--- config.mk ---
export PLATFORM = sky130hd
export DESIGN_NAME = dsc_ram
export DESIGN_NICKNAME = d
export VERILOG_FILES = /design/src/rtl/core/dsc_ram.sv
export SDC_FILE = /design/constraint.sdc
export NUM_CORES = 1
export LEC_CHECK = 0
export ABC_AREA = 0
export ABC_CLOCK_PERIOD_IN_PS = 4710
export BUFFER_PORTS_ARGS = -buffer_cell sky130_fd_sc_hd__buf_2
export CORE_UTILIZATION = 40
export CTS_CLUSTER_DIAMETER = 150
export DETAILED_ROUTE_END_ITERATION = 8
export GPL_ROUTABILITY_DRIVEN = 0
export PLACE_DENSITY = 0.65
export SLEW_MARGIN = 40
export SYNTH_ARGS = -nofsm -noshare
export SYNTH_HDL_FRONTEND = slang
export SYNTH_SLANG_ARGS = --single-unit
--- constraint.sdc ---
create_clock -name clk_i -period 4.71 [get_ports clk_i]
set_input_delay 0.942 -clock clk_i [delete_from_list [all_inputs] [get_ports clk_i]]
set_output_delay 0.942 -clock clk_i [all_outputs]
set_load 0.05 [all_outputs]
--- src/rtl/core/dsc_ram.sv ---
`timescale 1ns / 1ps

module dsc_ram #(
  parameter int unsigned WIDTH = 8,
  parameter int unsigned DEPTH = 128,
  parameter int unsigned ADDR_W = (DEPTH > 1) ? $clog2(DEPTH) : 1
) (
  input  logic              clk_i,
  input  logic              we_i,
  input  logic [ADDR_W-1:0] waddr_i,
  input  logic [WIDTH-1:0]  wdata_i,
  input  logic              re_i,
  input  logic [ADDR_W-1:0] raddr_i,
  output logic [WIDTH-1:0]  rdata_o
);

  logic [WIDTH-1:0] mem_q [DEPTH];
  logic [WIDTH-1:0] rdata_q;

  // One write port and one registered read port; read data holds between reads.
  always_ff @(posedge clk_i) begin
    if (we_i) begin
      mem_q[waddr_i] <= wdata_i;
    end
    if (re_i) begin
      rdata_q <= mem_q[raddr_i];
    end
  end

  assign rdata_o = rdata_q;

endmodule

==> metrics, run 1 <==
Die Y=between 300 and 400 um; global-route wire length before repair=129 mm; Clock Latency Late Sink=0.67 ns; WL per Instance=28.1 um; Period Utilization, post-route=69.2%; RSZ-0062 raised after global routing=false; post-layout util=46.4%; routed vias/inst=5.66; crit-path max FO=29; Die Area=101,000 um^2; CORE AREA=98,400 um^2; Avg Cell Area, Syn=24.3 um^2; CP Class=in2reg; Initial DRC Count=1,999; Worst Setup End Kind=register; internal power=15,400 uW; num rows=~120; TritonCTS buffer count=102; post-route setup TNS=0 ns; Peak VDD IR=about 0.34 mV; FF+latch count, synth=1,032; WHS=between 0.7 and 0.8 ns; max-cap viol count=0; Tot Pwr=19,400 uW; chip width=317 um; leakage=0.0140 uW; hold_buf cts=0; Nets=1,817; HP Class=in2reg; Routed Antenna Nets=0; initial antenna violation count=2; share of cells above drive strength 1=about 36%; GRT Util Overall=around 18%; clk_skew=0.0223 ns; Cell variety after synth=16; area delta synth->final=14.9%; WP data arrival=around 3.7 ns; Clock Sinks=~1,000; detailed-route via count=~18,000; Starting Density=40.4%; Finish-stage setup viols=0; Detailed Place HPWL=55.4 mm; clk buf depth=3; Sw Share=20.9%; status=completed; Mapped Area=39,700 um^2; startpoint types=primary input; I/O Pins=33; synth cell count leaders=edfxtp_1, mux4_2, nor2_1, clkbuf_1, buf_1; filler-free cell count of the finished design=3,162; CTS tree=yes; yosys warns=0; Inst Count DP=2,975; Primary FF master, synth=edfxtp_1; max_slew headroom=roughly two fifths; most frequent cell after synthesis=edfxtp_1; Syn Inst Count=1,635; largest net degree at the start of global routing=100; Least-Margin Pin Slew=between 0.9 and 1 ns; Pwr Density=around 430 nW/um^2; largest cells by area after synthesis=edfxtp_1, mux4_2, nor2_1; post-route DRC violation count=0; Tmin final=3.26 ns; Max Freq=a little over 300 MHz; WP data required=5.13 ns; combinational share of power=5.0%; port bufs=32; Clock Power Share=42.6%; htree depth=3; Routed WL=88.7 mm; Synthesized Nets=1,660; first drt pass iteration count=5; Synth top area share=between 70% and 80%; EDFF count, synth=between 1,000 and 1,500; Reg power frac=52.4%; Slew Limit Fails=0; CTS Root Cell=clkbuf_16; vias in the first global route=18,200; cell taking the most area after synthesis=edfxtp_1; switching power=4050 uW; post-CTS setup buffer count=0; Clock transition at path regs=0.06 ns; ys async rst share=0%; global route overflow=0; final hold vios=0; Resized cells post-CTS=0; Seq/Total Area, Yosys=78.0%
-- per-layer routing --
layer,routed length (um),GRT usage [%],share of wire (%),vias to the layer above
met4,2320,5.80,2.6,4
met1,36600,25.4,41,9712
met3,7400,4.04,8.3,126
met2,42400,27.7,48,704
met5,22,0,0.025,-
li1,-,-,-,7347
-- cells in the final DEF (no fill, tap or decap) --
master,instances
mux2_2,8
or3_1,1
nand3_1,12
diode_2,1
buf_2,21
nand2_1,14
bufinv_16,15
buf_6,6
inv_6,5
buf_12,13
nand4_1,3
clkinv_16,1
inv_16,1
nor2_2,32
nand2b_1,2
clkinv_2,27
edfxtp_1,1032
clkinv_8,1
nor3_1,9
clkbuf_1,7
nor2_1,90
nor2b_1,7
clkbuf_16,103
buf_4,100
mux4_2,336
buf_8,2
clkinvlp_4,4
clkinv_1,22
-- area by class of cell --
type,count,area (um^2)
fillers,7959,52800
flip-flops and latches,1032,31000
multi-input cells,514,8430
clock buffers,110,2600
well taps,1287,1610
repair buffers,142,1210
clock inverters,76,808
diodes,1,2.50
-- sequential cells by signal, indices dropped and copies added, names as in the netlist --
signal,cells
mem_q,1024
rdata_o,8
-- power by group through the flow --
stage | Sequential, uW | Combinational (uW) | Clock [uW]
2_1_floorplan | 10400 | 513 | 0
3_3_place_gp | 10400 | 950 | 0
3_5_place_dp | 10400 | 970 | 0
4_1_cts | 10200 | 974 | 8380
5_1_grt | 10200 | 1020 | 8710
6_report | 10200 | 962 | 8270
-- worst max-delay path, cell delays in order --
cell,delay [ns]
buf_8,0.31
buf_4,0.40
mux4_2,0.57
mux4_2,0.59
mux4_2,0.54
mux2_2,0.28
-- through the flow --
stage | cell area, um^2 | worst slack, ns
after global routing | 45700 | 1.33
final | 45700 | 1.45
after CTS | 45600 | 1.40
after detailed placement | 42200 | 0.696
after floorplan | 39700 | 1.12
after global placement | 42100 | 0.714
-- worst paths after layout --
kind | slack [ns] | start | endpoint | cells after the start
setup / recovery | 1.45 | raddr_i[0] | rdata_o[1] | 6
hold / removal | 0.72 | wdata_i[2] | mem_q[65][2] | 1
setup reg to reg | 2.17 | mem_q[67][3] | rdata_o[3] | 4
hold reg to reg | 1.20 | mem_q[114][6] | rdata_o[6] | 4
-- kinds of logic after synthesis --
logic type             Yosys count  share of synthesized area (%)
muxes                          344                           19.3
DFF                           1032                           78.0
buffers and inverters           89                           1.01
and+or+nand+nor                170                           1.75
Power figures use the tool's default switching activity.
==> run 2: changes to the inputs <==
--- a/config.mk
+++ b/config.mk
@@ -5,8 +5,8 @@
 export SDC_FILE = /design/constraint.sdc
 export NUM_CORES = 1
 export LEC_CHECK = 0
-export ABC_AREA = 0
-export ABC_CLOCK_PERIOD_IN_PS = 4710
+export ABC_AREA = 1
+export ABC_CLOCK_PERIOD_IN_PS = 3100
 export BUFFER_PORTS_ARGS = -buffer_cell sky130_fd_sc_hd__buf_2
 export CORE_UTILIZATION = 40
 export CTS_CLUSTER_DIAMETER = 150
==> constraint.sdc (replaced) <==
create_clock -name clk_i -period 3.1 [get_ports clk_i]
set_input_delay 0.62 -clock clk_i [delete_from_list [all_inputs] [get_ports clk_i]]
set_output_delay 0.62 -clock clk_i [all_outputs]
set_load 0.05 [all_outputs]
==> run 2 against run 1 <==
  * Combinational power rose by 99%
  * Sequential power rose by 51%
  * Worst hold slack got worse by 0.54 ns
  * Critical path type unchanged
==> metrics, run 2 <==
final hold vios=0 (unchanged); startpoint types=primary input; register area=31,000 um^2 (unchanged); crit-path max FO=122 (+320%); final setup margin=0.988 ns (-0.462 ns); global route overflow=0 (unchanged); share of cells above drive strength 1=10.3% (-26 points); WP data arrival=2.67 ns (-1.01 ns); leakage=0.0173 uW (+23%); Die Y=327 um (+3.0%); Synth top area share=73.5% (-4.5 points); CORE AREA=104,000 um^2 (+5.8%); FF+latch count, synth=1,032 (unchanged); Largest register FFs=1,024 (unchanged); max_slew headroom=45.5% (+7.4 points); htree depth=3 (unchanged); area delta synth->final=14.4%; cell taking the most area after synthesis=edfxtp_1; TritonCTS buffer count=105 (+2.9%); most frequent cells in the layout=nand2_1, edfxtp_1, nand3_1; Tot Pwr=29,600 uW (+52%); Cell variety after synth=13 (-3); ys async rst share=0% (unchanged); Pwr Density=613 nW/um^2 (+44%); Nets=3,725 (+110%); CP Class=in2reg; EDFF count, synth=1,032 (unchanged); most frequent cell after synthesis=nand2_1; Clock transition at path regs=0.06 ns (about the same); Max Freq=about 470 MHz; largest cells by area after synthesis=edfxtp_1, nand3_1, nand2_1; HP Class=in2reg; Peak VDD IR=0.409 mV (+20%); global-route wire length before repair=168 mm (+30%); Avg Cell Area, Syn=11.8 um^2 (-51%); detailed-route via count=27,900 (+56%); first drt pass iteration count=5 (unchanged); Die Area=107,000 um^2 (+6.1%); Primary FF master, synth=edfxtp_1; filler-free cell count of the finished design=5,170 (+64%); max-cap viol count=0 (unchanged); clk_skew=0.0304 ns (+0.00806 ns); num rows=118 (+2.6%); Multi-input gate area=9760 um^2 (+16%); Resized cells post-CTS=0 (unchanged); Period Utilization, post-route=68.1%; post-CTS setup buffer count=0 (unchanged); largest net degree at the start of global routing=129 (+29%); Syn Inst Count=3,575 (+120%); Routed Antenna Nets=0 (unchanged); RSZ-0062 raised after global routing=false; synth cell count leaders=nand2_1, edfxtp_1, nand3_1, nor2_1, buf_2; yosys warns=0 (unchanged); hold_buf cts=0 (unchanged); clk buf depth=3 (unchanged); Slew Limit Fails=0 (unchanged); WP data required=3.66 ns (-1.47 ns); Tmin final=2.11 ns; GRT Util Overall=20.6% (+2.7 points); Routed WL=111 mm (+25%); Mapped Area=42,200 um^2 (+6.1%); Worst Setup End Kind=register; Starting Density=40.5% (+0.14 points); post-route setup TNS=0 ns (unchanged); CTS Root Cell=clkbuf_16; Seq/Total Area, Yosys=73.5% (-4.5 points); Synthesized Nets=3,600 (+120%); WL per Instance=21.4 um (-24%); I/O Pins=33 (unchanged); port bufs=32 (unchanged); CTS tree=yes; Clock Sinks=1,032 (unchanged); Least-Margin Pin Slew=0.814 ns (-0.112 ns); Finish-stage setup viols=0 (unchanged); Detailed Place HPWL=66.5 mm (+20%); vias in the first global route=26,700 (+47%); Inst Count DP=4,973 (+67%); largest reg by FF count=mem_q; chip width=327 um (+3.0%); post-placement worst setup slack=0.304 ns (-0.392 ns); post-route DRC violation count=0 (unchanged); Initial DRC Count=2,934 (+47%); final-layout fill cell count=9,246 (+16%); commonest non-fill, non-tap cell in the layout=nand2_1; initial antenna violation count=7 (+5); routed vias/inst=5.39 (-4.7%); status=completed; Clock Latency Late Sink=0.69 ns (+0.02 ns)
## run 2: layout make-up
type,instances,share of cell area (%)
sequential,1032,64.2
multi-input combinational,2288,20.2
clock buffer,140,5.85
timing repair buffer,249,4.88
tap,1380,3.58
clock inverter,53,1.01
inverter,24,0.241
antenna,4,0.0207
## run 2: path summary, 6_finish.rpt
kind                       from          end  slack (ns)  cells past startpoint
hold reg to reg    mem_q[16][5]   rdata_o[5]        0.96                     10
setup reg to reg  mem_q[111][1]   rdata_o[1]        1.35                     10
setup / recovery     raddr_i[0]   rdata_o[7]        0.99                     13
hold / removal       wdata_i[3]  mem_q[3][3]        0.18                      1
## run 2: per-stage QoR
step	hold WS, ns	utilization [%]	area (um^2)
6_report	0.180	46.4	48300
4_1_cts	0.172	46.4	48300
3_5_place_dp	0.891	43.2	45000
3_3_place_gp	0.887	43.2	45000
2_1_floorplan	0.719	-	42200
5_1_grt	0.168	46.4	48300
## run 2: cell families after synthesis
logic type             count (synthesis)  synth area share, %
buffers and inverters                255                 3.39
flip-flops                          1032                 73.5
AND/OR/NAND/NOR                     2288                 23.1
## run 2: worst max-delay path, cell delays in order
cell and delay (ns):
buf_8 0.17, inv_16 0.27, buf_12 0.47, nand2_1 0.12, nand3_1 0.10, nand3_1 0.10
nand3_1 0.18, nand2_1 0.07, nand2_1 0.09, nand3_1 0.09, nand2_1 0.15, nand2_1 0.07
nand2_1 0.06
## run 2: report_power, final
part	switching [uW]	total (uW)	leakage, uW	internal, uW
logic	1410	1910	0.00636	498
registers	16.2	15400	0.00929	15400
clock network	5210	12300	0.00161	7050
## run 2: routing by layer
layer | global-route usage (%) | up-vias | share of wire [%]
met5 | 0 | - | 0.035
met4 | 5.81 | 6 | 2.4
met3 | 4.24 | 166 | 9.3
met2 | 32.7 | 1159 | 47
met1 | 28.8 | 13700 | 42
li1 | - | 12900 | -
